`src/apg_pkg.sv`:
```
// ----------------------------------------------------------------------------
// apg_pkg
// Shared types, constants and tables for the arc point generator.
// ----------------------------------------------------------------------------
package apg_pkg;

  localparam int MAX_POINTS               = 64;
  localparam int ANGLE_FRACTION_BITS_DEF  = 16;
  localparam int STEP_EXTRA_BITS          = 16;
  localparam int HORNER_N                 = 11;
  localparam int COS_LAST                 = 5;
  localparam logic [26:0] DEG_TO_RAD_Q32  = 27'd74961321;

  // datapath operations
  localparam logic [4:0] OP_NONE     = 5'd0;
  localparam logic [4:0] OP_LOAD     = 5'd1;
  localparam logic [4:0] OP_DIV_INIT = 5'd2;
  localparam logic [4:0] OP_DIV_STEP = 5'd3;
  localparam logic [4:0] OP_OCT_INIT = 5'd4;
  localparam logic [4:0] OP_OCT_STEP = 5'd5;
  localparam logic [4:0] OP_FOLD     = 5'd6;
  localparam logic [4:0] OP_MUL_XLO  = 5'd7;
  localparam logic [4:0] OP_SET_X    = 5'd8;
  localparam logic [4:0] OP_MUL_XX   = 5'd9;
  localparam logic [4:0] OP_SET_X2   = 5'd10;
  localparam logic [4:0] OP_HMUL     = 5'd11;
  localparam logic [4:0] OP_HREC     = 5'd12;
  localparam logic [4:0] OP_HCOR     = 5'd13;
  localparam logic [4:0] OP_MUL_S    = 5'd14;
  localparam logic [4:0] OP_SET_S    = 5'd15;
  localparam logic [4:0] OP_MUL_PX   = 5'd16;
  localparam logic [4:0] OP_SET_PX   = 5'd17;
  localparam logic [4:0] OP_MUL_PY   = 5'd18;
  localparam logic [4:0] OP_SET_PY   = 5'd19;
  localparam logic [4:0] OP_EMIT     = 5'd20;
  localparam logic [4:0] OP_EMIT_BAD = 5'd21;

  typedef struct packed {
    logic [4:0] op;
    logic [3:0] sel;
  } apg_cmd_t;

  typedef struct packed {
    logic bad;
    logic last_pt;
    logic out_free;
  } apg_status_t;

  // step divider length: dividend is angle << 16 or 360 << phase bits
  function automatic int div_w(input int afb);
    return (41 > 25 + afb) ? 41 : 25 + afb;
  endfunction

  // horner divisors, cosine terms then sine terms
  function automatic logic [7:0] horner_div(input logic [3:0] k);
    case (k)
      4'd0:    return 8'd132;
      4'd1:    return 8'd90;
      4'd2:    return 8'd56;
      4'd3:    return 8'd30;
      4'd4:    return 8'd12;
      4'd5:    return 8'd2;
      4'd6:    return 8'd110;
      4'd7:    return 8'd72;
      4'd8:    return 8'd42;
      4'd9:    return 8'd20;
      4'd10:   return 8'd6;
      default: return 8'd1;
    endcase
  endfunction

  // floor(2^32 / divisor)
  function automatic logic [31:0] horner_rcp(input logic [3:0] k);
    case (k)
      4'd0:    return 32'd32537631;
      4'd1:    return 32'd47721858;
      4'd2:    return 32'd76695844;
      4'd3:    return 32'd143165576;
      4'd4:    return 32'd357913941;
      4'd5:    return 32'd2147483648;
      4'd6:    return 32'd39045157;
      4'd7:    return 32'd59652323;
      4'd8:    return 32'd102261126;
      4'd9:    return 32'd214748364;
      4'd10:   return 32'd715827882;
      default: return 32'hFFFFFFFF;
    endcase
  endfunction

endpackage

```
`src/arc_point_generator.sv`:
```
// ----------------------------------------------------------------------------
// arc_point_generator
// Points on a circular arc about the origin, signed Q15.16, one run per request.
// ----------------------------------------------------------------------------
//  channel | direction | handshake          | payload
//  in      | input     | in_valid/in_stall  | radius, sweep_angle, point_count
//  out     | output    | out_valid/out_stall| point_x/y, point_index, last, bad_request
//  cfg     | input     | cfg_we             | cfg_wdata (compare tolerance)
//
// a good request runs the check, the step division (DIVW = 41 at 16 fraction
// bits) and one pass per point through the one shared 33x33 multiplier (11
// horner terms); the step divider gives one quotient bit per cycle
// a rejected request gives its flagged result once the output is free
// synchronous reset clears the sequencer and the output valid, tolerance goes to 1
// a stalled result holds; the next point is prepared behind it
// ----------------------------------------------------------------------------
module arc_point_generator #(
  parameter int ANGLE_FRACTION_BITS = apg_pkg::ANGLE_FRACTION_BITS_DEF
) (
  input  logic               clk,
  input  logic               rst_n,
  input  logic               cfg_we,
  input  logic [15:0]        cfg_wdata,
  input  logic               in_valid,
  output logic               in_stall,
  input  logic [30:0]        in_radius,
  input  logic [24:0]        in_sweep_angle,
  input  logic [7:0]         in_point_count,
  output logic               out_valid,
  input  logic               out_stall,
  output logic signed [31:0] out_point_x,
  output logic signed [31:0] out_point_y,
  output logic [5:0]         out_point_index,
  output logic               out_last,
  output logic               out_bad_request
);
  import apg_pkg::*;

  apg_cmd_t    cmd;
  apg_status_t status;

  apg_ctrl #(.ANGLE_FRACTION_BITS(ANGLE_FRACTION_BITS)) u_ctrl (
    .clk      (clk),
    .rst_n    (rst_n),
    .in_valid (in_valid),
    .in_stall (in_stall),
    .status   (status),
    .cmd      (cmd)
  );

  apg_dp #(.ANGLE_FRACTION_BITS(ANGLE_FRACTION_BITS)) u_dp (
    .clk             (clk),
    .rst_n           (rst_n),
    .cfg_we          (cfg_we),
    .cfg_wdata       (cfg_wdata),
    .in_radius       (in_radius),
    .in_sweep_angle  (in_sweep_angle),
    .in_point_count  (in_point_count),
    .out_stall       (out_stall),
    .cmd             (cmd),
    .status          (status),
    .out_valid       (out_valid),
    .out_point_x     (out_point_x),
    .out_point_y     (out_point_y),
    .out_point_index (out_point_index),
    .out_last        (out_last),
    .out_bad_request (out_bad_request)
  );

endmodule

```
`src/apg_ctrl.sv`:
```
// ----------------------------------------------------------------------------
// apg_ctrl
// Sequencer: check, step division, then the per-point operation sequence.
// ----------------------------------------------------------------------------
module apg_ctrl #(
  parameter int ANGLE_FRACTION_BITS = apg_pkg::ANGLE_FRACTION_BITS_DEF
) (
  input  logic                 clk,
  input  logic                 rst_n,
  input  logic                 in_valid,
  output logic                 in_stall,
  input  apg_pkg::apg_status_t status,
  output apg_pkg::apg_cmd_t    cmd
);
  import apg_pkg::*;

  localparam int DIVW  = div_w(ANGLE_FRACTION_BITS);
  localparam int CNT_W = $clog2(DIVW);
  localparam logic [CNT_W-1:0] DIV_LAST  = CNT_W'(DIVW - 1);
  localparam logic [CNT_W-1:0] PRE_LAST  = CNT_W'(8);
  localparam logic [CNT_W-1:0] POST_LAST = CNT_W'(5);

  localparam logic [2:0] S_IDLE  = 3'd0;
  localparam logic [2:0] S_CHECK = 3'd1;
  localparam logic [2:0] S_DIV   = 3'd2;
  localparam logic [2:0] S_PRE   = 3'd3;
  localparam logic [2:0] S_HORN  = 3'd4;
  localparam logic [2:0] S_POST  = 3'd5;
  localparam logic [2:0] S_EMIT  = 3'd6;
  localparam logic [2:0] S_BAD   = 3'd7;

  logic [2:0]       state_r, state_nxt;
  logic [CNT_W-1:0] cnt_r, cnt_nxt;
  logic [3:0]       k_r, k_nxt;
  logic [1:0]       h_r, h_nxt;

  always_comb begin
    state_nxt = state_r;
    cnt_nxt   = cnt_r;
    k_nxt     = k_r;
    h_nxt     = h_r;
    cmd.op    = OP_NONE;
    cmd.sel   = 4'd0;
    case (state_r)
      S_IDLE: begin
        if (in_valid) begin
          cmd.op    = OP_LOAD;
          state_nxt = S_CHECK;
        end
      end
      S_CHECK: begin
        if (status.bad) begin
          state_nxt = S_BAD;
        end else begin
          cmd.op    = OP_DIV_INIT;
          cnt_nxt   = '0;
          state_nxt = S_DIV;
        end
      end
      S_DIV: begin
        cmd.op = OP_DIV_STEP;
        if (cnt_r == DIV_LAST) begin
          cnt_nxt   = '0;
          state_nxt = S_PRE;
        end else begin
          cnt_nxt = cnt_r + 1'b1;
        end
      end
      S_PRE: begin
        case (cnt_r)
          CNT_W'(0): cmd.op = OP_OCT_INIT;
          CNT_W'(1): begin cmd.op = OP_OCT_STEP; cmd.sel = 4'd2; end
          CNT_W'(2): begin cmd.op = OP_OCT_STEP; cmd.sel = 4'd1; end
          CNT_W'(3): begin cmd.op = OP_OCT_STEP; cmd.sel = 4'd0; end
          CNT_W'(4): cmd.op = OP_FOLD;
          CNT_W'(5): cmd.op = OP_MUL_XLO;
          CNT_W'(6): cmd.op = OP_SET_X;
          CNT_W'(7): cmd.op = OP_MUL_XX;
          default:   cmd.op = OP_SET_X2;
        endcase
        if (cnt_r == PRE_LAST) begin
          k_nxt     = 4'd0;
          h_nxt     = 2'd0;
          state_nxt = S_HORN;
        end else begin
          cnt_nxt = cnt_r + 1'b1;
        end
      end
      S_HORN: begin
        cmd.sel = k_r;
        case (h_r)
          2'd0:    cmd.op = OP_HMUL;
          2'd1:    cmd.op = OP_HREC;
          default: cmd.op = OP_HCOR;
        endcase
        if (h_r == 2'd2) begin
          h_nxt = 2'd0;
          if (k_r == 4'(HORNER_N - 1)) begin
            cnt_nxt   = '0;
            state_nxt = S_POST;
          end else begin
            k_nxt = k_r + 4'd1;
          end
        end else begin
          h_nxt = h_r + 2'd1;
        end
      end
      S_POST: begin
        case (cnt_r)
          CNT_W'(0): cmd.op = OP_MUL_S;
          CNT_W'(1): cmd.op = OP_SET_S;
          CNT_W'(2): cmd.op = OP_MUL_PX;
          CNT_W'(3): cmd.op = OP_SET_PX;
          CNT_W'(4): cmd.op = OP_MUL_PY;
          default:   cmd.op = OP_SET_PY;
        endcase
        if (cnt_r == POST_LAST) begin
          state_nxt = S_EMIT;
        end else begin
          cnt_nxt = cnt_r + 1'b1;
        end
      end
      S_EMIT: begin
        if (status.out_free) begin
          cmd.op  = OP_EMIT;
          cnt_nxt = '0;
          state_nxt = status.last_pt ? S_IDLE : S_PRE;
        end
      end
      S_BAD: begin
        if (status.out_free) begin
          cmd.op    = OP_EMIT_BAD;
          state_nxt = S_IDLE;
        end
      end
      default: state_nxt = S_IDLE;
    endcase
  end

  always_ff @(posedge clk) begin
    if (!rst_n) begin
      state_r <= S_IDLE;
      cnt_r   <= '0;
      k_r     <= 4'd0;
      h_r     <= 2'd0;
    end else begin
      state_r <= state_nxt;
      cnt_r   <= cnt_nxt;
      k_r     <= k_nxt;
      h_r     <= h_nxt;
    end
  end

  assign in_stall = (state_r != S_IDLE);

endmodule

```
`src/apg_dp.sv`:
```
// ----------------------------------------------------------------------------
// apg_dp
// Datapath: request checks, step divider, octant fold, shared multiplier,
// horner evaluation, coordinate scaling and the output register.
// ----------------------------------------------------------------------------
module apg_dp #(
  parameter int ANGLE_FRACTION_BITS = apg_pkg::ANGLE_FRACTION_BITS_DEF
) (
  input  logic                 clk,
  input  logic                 rst_n,
  input  logic                 cfg_we,
  input  logic [15:0]          cfg_wdata,
  input  logic [30:0]          in_radius,
  input  logic [24:0]          in_sweep_angle,
  input  logic [7:0]           in_point_count,
  input  logic                 out_stall,
  input  apg_pkg::apg_cmd_t    cmd,
  output apg_pkg::apg_status_t status,
  output logic                 out_valid,
  output logic signed [31:0]   out_point_x,
  output logic signed [31:0]   out_point_y,
  output logic [5:0]           out_point_index,
  output logic                 out_last,
  output logic                 out_bad_request
);
  import apg_pkg::*;

  localparam int PB    = ANGLE_FRACTION_BITS + STEP_EXTRA_BITS;
  localparam int PH_W  = PB + 9;
  localparam int OCT_W = PB + 6;
  localparam int DIVW  = div_w(ANGLE_FRACTION_BITS);
  localparam int CMP_W = (ANGLE_FRACTION_BITS + 10 > 26) ? ANGLE_FRACTION_BITS + 10 : 26;
  localparam int SH_R  = (PB >= 32) ? PB - 32 : 0;
  localparam int SH_L  = (PB < 32) ? 32 - PB : 0;

  localparam logic [CMP_W-1:0] FULL_DEG = CMP_W'(360) << ANGLE_FRACTION_BITS;
  localparam logic [PH_W-1:0]  FULL_PH  = PH_W'(360) << PB;
  localparam logic [PH_W-1:0]  OCT_PH   = PH_W'(45) << PB;
  localparam logic [OCT_W-1:0] OCT_R    = OCT_W'(45) << PB;
  localparam logic [DIVW-1:0]  DIV_FULL = DIVW'(360) << PB;
  localparam logic [32:0]      UNIT     = 33'h1_0000_0000;

  logic [15:0]       tol_r;
  logic [30:0]       radius_r;
  logic [24:0]       angle_r;
  logic [7:0]        n_r;
  logic [6:0]        rem_r, den_r;
  logic [DIVW-1:0]   quo_r;
  logic [PH_W-1:0]   phase_r, r_r;
  logic [5:0]        idx_r;
  logic [2:0]        q_r;
  logic [37:0]       r32_r;
  logic [32:0]       hi_r, t_r, c_r, s_r;
  logic [31:0]       x_r, x2_r, p_r, px_r, py_r;
  logic [63:0]       prod_r;
  logic              out_valid_r;

  // checks
  logic [CMP_W-1:0] ang, tolw;
  logic             bad, full;

  assign ang  = CMP_W'(angle_r);
  assign tolw = CMP_W'(tol_r);
  assign bad  = (radius_r <= 31'(tol_r)) || (ang <= tolw) || (ang > FULL_DEG + tolw)
                || (n_r < 8'd2) || (n_r > 8'(MAX_POINTS));
  assign full = (ang + tolw >= FULL_DEG);

  // step divider, one quotient bit per cycle
  logic [7:0] div_rs;
  logic       div_bit;
  logic [6:0] rem_nxt;

  always_comb begin
    div_rs  = {rem_r, quo_r[DIVW-1]};
    div_bit = (div_rs >= {1'b0, den_r});
    rem_nxt = div_bit ? 7'(div_rs - {1'b0, den_r}) : div_rs[6:0];
  end

  // phase advance, the step is always below a full turn
  logic [PH_W:0]   psum;
  logic [PH_W-1:0] phase_nxt;

  always_comb begin
    psum = {1'b0, phase_r} + {1'b0, quo_r[PH_W-1:0]};
    if (psum >= {1'b0, FULL_PH}) begin
      psum = psum - {1'b0, FULL_PH};
    end
    phase_nxt = psum[PH_W-1:0];
  end

  // octant steps and fold
  logic [PH_W-1:0]  oct_cmp;
  logic [OCT_W-1:0] rf;
  logic [37:0]      r32_nxt;

  always_comb begin
    oct_cmp = OCT_PH << cmd.sel[1:0];
    rf      = q_r[0] ? OCT_R - r_r[OCT_W-1:0] : r_r[OCT_W-1:0];
    if (PB >= 32) begin
      r32_nxt = 38'(rf >> SH_R);
    end else begin
      r32_nxt = 38'(rf) << SH_L;
    end
  end

  // octant symmetry
  logic        use_c, cn, sn;
  logic [32:0] cm, sm;

  assign use_c = ~(q_r[1] ^ q_r[0]);
  assign cm    = use_c ? c_r : s_r;
  assign sm    = use_c ? s_r : c_r;
  assign cn    = q_r[2] ^ q_r[1];
  assign sn    = q_r[2];

  // shared multiplier
  logic [32:0] mul_a, mul_b;
  logic [65:0] mul_full;

  always_comb begin
    mul_a = 33'd0;
    mul_b = 33'd0;
    case (cmd.op)
      OP_MUL_XLO: begin mul_a = {1'b0, r32_r[31:0]}; mul_b = 33'(DEG_TO_RAD_Q32); end
      OP_MUL_XX:  begin mul_a = {1'b0, x_r};  mul_b = {1'b0, x_r}; end
      OP_HMUL:    begin mul_a = {1'b0, x2_r}; mul_b = t_r; end
      OP_HREC:    begin mul_a = {1'b0, prod_r[63:32]}; mul_b = {1'b0, horner_rcp(cmd.sel)}; end
      OP_MUL_S:   begin mul_a = {1'b0, x_r};  mul_b = t_r; end
      OP_MUL_PX:  begin mul_a = {2'b0, radius_r}; mul_b = cm; end
      OP_MUL_PY:  begin mul_a = {2'b0, radius_r}; mul_b = sm; end
      default:    begin mul_a = 33'd0; mul_b = 33'd0; end
    endcase
    mul_full = {33'd0, mul_a} * {33'd0, mul_b};
  end

  // reciprocal estimate is exact or one low
  logic [7:0]  hd;
  logic [39:0] qd, hrem;
  logic [32:0] qc, t_nxt;

  always_comb begin
    hd    = horner_div(cmd.sel);
    qd    = {8'd0, prod_r[63:32]} * {32'd0, hd};
    hrem  = {8'd0, p_r} - qd;
    qc    = (hrem >= {32'd0, hd}) ? {1'b0, prod_r[63:32]} + 33'd1 : {1'b0, prod_r[63:32]};
    t_nxt = UNIT - qc;
  end

  function automatic logic [31:0] scale(input logic [63:0] pr, input logic neg);
    logic [64:0] sum;
    logic [32:0] mag;
    sum = {1'b0, pr} + 65'h8000_0000;
    mag = sum[64:32];
    if (mag > 33'h7FFF_FFFF) begin
      mag = 33'h7FFF_FFFF;
    end
    return neg ? 32'(33'd0 - mag) : mag[31:0];
  endfunction

  logic last_pt;
  assign last_pt = ({2'b0, idx_r} == n_r - 8'd1);

  always_ff @(posedge clk) begin
    case (cmd.op)
      OP_LOAD: begin
        radius_r <= in_radius;
        angle_r  <= in_sweep_angle;
        n_r      <= in_point_count;
      end
      OP_DIV_INIT: begin
        quo_r   <= full ? DIV_FULL : DIVW'(angle_r) << STEP_EXTRA_BITS;
        rem_r   <= 7'd0;
        den_r   <= full ? n_r[6:0] : 7'(n_r - 8'd1);
        phase_r <= '0;
        idx_r   <= 6'd0;
      end
      OP_DIV_STEP: begin
        rem_r <= rem_nxt;
        quo_r <= {quo_r[DIVW-2:0], div_bit};
      end
      OP_OCT_INIT: begin
        r_r <= phase_r;
        q_r <= 3'd0;
      end
      OP_OCT_STEP: begin
        if (r_r >= oct_cmp) begin
          r_r <= r_r - oct_cmp;
          q_r[cmd.sel[1:0]] <= 1'b1;
        end
      end
      OP_FOLD:    r32_r <= r32_nxt;
      OP_MUL_XLO: begin
        prod_r <= mul_full[63:0];
        hi_r   <= {27'd0, r32_r[37:32]} * 33'(DEG_TO_RAD_Q32);
      end
      OP_SET_X:   x_r <= 32'(hi_r + {1'b0, prod_r[63:32]});
      OP_SET_X2: begin
        x2_r <= prod_r[63:32];
        t_r  <= UNIT;
      end
      OP_HREC: begin
        p_r    <= prod_r[63:32];
        prod_r <= mul_full[63:0];
      end
      OP_HCOR: begin
        if (cmd.sel == 4'(COS_LAST)) begin
          c_r <= t_nxt;
          t_r <= UNIT;
        end else begin
          t_r <= t_nxt;
        end
      end
      OP_MUL_XX, OP_HMUL, OP_MUL_S, OP_MUL_PX, OP_MUL_PY: prod_r <= mul_full[63:0];
      OP_SET_S:  s_r  <= {1'b0, prod_r[63:32]};
      OP_SET_PX: px_r <= scale(prod_r, cn);
      OP_SET_PY: py_r <= scale(prod_r, sn);
      OP_EMIT: begin
        out_point_x     <= px_r;
        out_point_y     <= py_r;
        out_point_index <= idx_r;
        out_last        <= last_pt;
        out_bad_request <= 1'b0;
        phase_r         <= phase_nxt;
        idx_r           <= idx_r + 6'd1;
      end
      OP_EMIT_BAD: begin
        out_point_x     <= 32'sd0;
        out_point_y     <= 32'sd0;
        out_point_index <= 6'd0;
        out_last        <= 1'b1;
        out_bad_request <= 1'b1;
      end
      default: ;
    endcase
  end

  always_ff @(posedge clk) begin
    if (!rst_n) begin
      tol_r       <= 16'd1;
      out_valid_r <= 1'b0;
    end else begin
      if (cfg_we) begin
        tol_r <= cfg_wdata;
      end
      if (cmd.op == OP_EMIT || cmd.op == OP_EMIT_BAD) begin
        out_valid_r <= 1'b1;
      end else if (!out_stall) begin
        out_valid_r <= 1'b0;
      end
    end
  end

  assign out_valid       = out_valid_r;
  assign status.bad      = bad;
  assign status.last_pt  = last_pt;
  assign status.out_free = !out_valid_r || !out_stall;

endmodule

```
`config.mk`:
```
export PLATFORM = sky130hd
export DESIGN_NAME = arc_point_generator
export DESIGN_NICKNAME = d
export VERILOG_FILES = /design/src/apg_pkg.sv /design/src/arc_point_generator.sv /design/src/apg_ctrl.sv /design/src/apg_dp.sv
export SDC_FILE = /design/constraint.sdc
export NUM_CORES = 2
export LEC_CHECK = 0
export BUFFER_PORTS_ARGS = -buffer_cell sky130_fd_sc_hd__buf_4
export CAP_MARGIN = 5
export CORE_ASPECT_RATIO = 0.5
export CORE_MARGIN = 4
export CORE_UTILIZATION = 45
export CTS_CLUSTER_DIAMETER = 50
export CTS_CLUSTER_SIZE = 10
export DETAILED_ROUTE_END_ITERATION = 12
export GPL_ROUTABILITY_DRIVEN = 0
export PLACE_DENSITY_LB_ADDON = 0.25
export SYNTH_ARGS = -nofsm -noshare
export SYNTH_HDL_FRONTEND = slang
export SYNTH_SLANG_ARGS = --single-unit
```
`constraint.sdc`:
```
create_clock -name clk -period 15.8 [get_ports clk]
set_input_delay 0.79 -clock clk [delete_from_list [all_inputs] [get_ports clk]]
set_output_delay 0.79 -clock clk [all_outputs]
set_load 0.02 [all_outputs]
```
==> impl_metrics.toml <==
[outcome]
status = "completed"

[cts]
path_clk_slew_ps = 60
cts_sinks = 675
cts_tree = "built"
htreeDepth = 3
root_buffer = "clkbuf_16"
cts_setup_buffers = 0
cts_made_buffers = 95
clk_latency_ps = 720
cts_max_path_buffers = 3
cts_resized = 0
cts-hold-fix-buffers = 0

[worst_setup_path]
cp_slowest_cell = "and3_1"
arrival_ps = 15620
critPathMaxStageDelay_ps = 860
path_class = "flop to flop"
crit_fanout = 40
cp-start-kind = "flop"
worstSetupEndpointType = "flop"
crit_required_ps = 16220
crit_top_cell = "fa_1"

[placement]
portBuffers = 158
placed_cells = 10602
pre_cts_ws_ps = 865
dp_hpwl_mm = 212
placed_cell_area_sq_um = 83800

[grt]
grt_util_all_layers_pct = 29.4
grt_pass1_vias = 61841
grt_max_degree = 71
grt_pass1_wl_mm = 403
antenna_found_initial = 16
grt-ovfl-total = 0

[run]
cap_viol_max_count = 0

[synthesis]
yosysSeqAreaShare_pct = 25.1
syn_area_per_cell_sq_um = 9.60
synth-seq-cells = 675
syn-num-nets = 10067
netlist_top_cells_count = "inv_1, fa_1, nand2_1"
async_flop_share_pct = 0
synthTopCellsByArea = "fa_1, edfxtp_1, ha_1"
synth.most_common_cell = "inv_1"
synth_edf_count = 643
netlist.area_leader.share_pct = 29.4
yosysTopAreaCell = "fa_1"
ys_dominant_reg_cell = "edfxtp_1"
yosysWarnings = 0
ys_types = 94
syn_area_sq_um = 79400
syn_inst = 8274

[finish]
drive_above_1_share_pct = 7.41
fillers = 16152
fin_util_pct = 49.8
fin_area_sq_um = 86800
num-nets-final = 10128
area_growth_pct = 9.32
stdcell_count = 10772
multi_input_area_sq_um = 53400
ff_latch_area_sq_um = 19900

[timing]
rsz0062_at_grt = "false"
tightestPinTransition_ps = 1430
setup_tns_ps = 0
max_slew_margin_pct = 4.38
fin_skew_ps = 41.2
timing.final.crit_period_ps = 15200
slew_viol_final = 0
finalCritPeriodShare_pct = 96.2
hold_slack_ps = 245
max_freq_mhz = 65.8
setup_violations = 0
hold_viol_final = 0
fin_ws_ps = 603

[power_and_ir_drop]
p_per_area_nw_per_um2 = 164
peakVddDrop_uv = 204
total_power_mw = 14.3
p_leak_nw = 37.6

[route]
drt_first_pass_iters = 8
antenna_left = 0
wire_per_inst_um = 25.2
vias = 62362
vias_per_cell = 5.79
wirelength_mm = 271
drtIter0Drc = 7120
drc_errors = 0

[floorplanning]
core_sq_um = 174000
ios = 159
die-area_sq_um = 184000
die_width_um = 602
dieHeight_um = 305
num_rows = 108
start_util_pct = 45.5

[min_path]
worst_hold_path_type = "input pin to flop"
-- flip-flops by register name, indices dropped and copies added (netlist names), 16 cells and up --
register / flops
u_dp.quo_r: 41
u_dp.x_r: 32
u_dp.p_r: 32
u_dp.r32_r: 38
u_dp.px_r: 32
u_dp.tol_r: 16
u_dp.hi_r: 32
u_dp.r_r: 41
u_dp.x2_r: 32
u_dp.phase_r: 41
u_dp.c_r: 33
u_dp.t_r: 33
u_dp.angle_r: 25
u_dp.radius_r: 31
u_dp.out_point_x: 32
u_dp.prod_r: 33
u_dp.py_r: 32
u_dp.s_r: 32
u_dp.out_point_y: 32
-- final cells by class --
| class | instances | area share [%] |
|---|---|---|
| clock inverter | 34 | 0.447 |
| antenna | 11 | 0.0317 |
| multi-input combinational | 5920 | 61.5 |
| sequential | 675 | 23.0 |
| inverter | 1293 | 5.59 |
| timing repair buffer | 350 | 3.04 |
| tap | 2365 | 3.41 |
| clock buffer | 124 | 2.97 |
-- cell usage in the layout (no fill, tap or decap), types with 17 or more instances in the layout --
cell type     n
nor2b_1      72
xor2_1       96
clkbuf_16    97
a21oi_1     226
nand2b_1     51
o21ai_0     179
or3_1        36
o31ai_1      30
inv_1      1291
clkbuf_1     22
nand4_1      57
dfxtp_1      32
a221o_1      24
nor2_1      797
fa_1       1166
o21bai_1     25
mux2i_1      35
a21o_1       91
and2_1      217
nor3_1       94
and3_1       81
and4_1       17
or4_1        29
nor4_1       29
a222oi_1     32
edfxtp_1    643
buf_4       349
a31oi_1      37
ha_1        542
o21a_1       34
or2_2        23
o211ai_1     23
a211oi_1     29
nand3_1     150
nand2_1    1136
xnor2_1     235
mux2_2       37
-- routing by layer --
| metal | vias to the layer above | wire [um] | GRT usage (%) | share of wire (%) |
|---|---|---|---|---|
| met2 | 3620 | 112000 | 42.2 | 41 |
| met1 | 31060 | 109000 | 40.6 | 40 |
| met3 | 757 | 35700 | 9.69 | 13 |
| met4 | 4 | 14400 | 12.6 | 5.3 |
| li1 | 26921 | - | - | - |
| met5 | - | 135 | 0.465 | 0.050 |
-- final timing paths --
check	slack (ps)	start	cells past startpoint	endpoint
hold reg to reg	510	u_dp.py_r[20]	1	u_dp.out_point_y[20]
hold / removal	250	in_sweep_angle[10]	1	u_dp.angle_r[10]
setup reg to reg	600	u_dp.angle_r[15]	42	u_dp.prod_r[63]
setup / recovery	600	u_dp.angle_r[15]	42	u_dp.prod_r[63]
-- power by group --
| part | switching, mW | internal, mW | total, mW |
|---|---|---|---|
| logic | 6.23 | 3.23 | 9.46 |
| registers | 0.269 | 2.48 | 2.75 |
| clock network | 0.856 | 1.19 | 2.05 |
| total | 7.35 | 6.91 | 14.3 |
-- logic make-up after synthesis --
| kind of cell | after synthesis | synth area share [%] |
|---|---|---|
| multiplexers | 74 | 1.00 |
| AND/OR/NAND/NOR | 2872 | 16.4 |
| XOR/XNOR | 332 | 3.66 |
| adder cells (fa/ha/maj) | 1708 | 37.9 |
| flip-flops | 675 | 25.1 |
| buffers and inverters | 1679 | 7.96 |
| AO/OA/AOI/OAI | 934 | 7.91 |
-- critical path: cells and delay by family (launching register included) --
| kind | cells | cell delay, ps |
|---|---|---|
| flops | 1 | 450 |
| simple gates | 18 | 6110 |
| compound gates | 8 | 2610 |
| fa+ha+maj | 10 | 4820 |
| buf+inv | 6 | 870 |
Note: power is estimated with default switching activity, not from simulation.
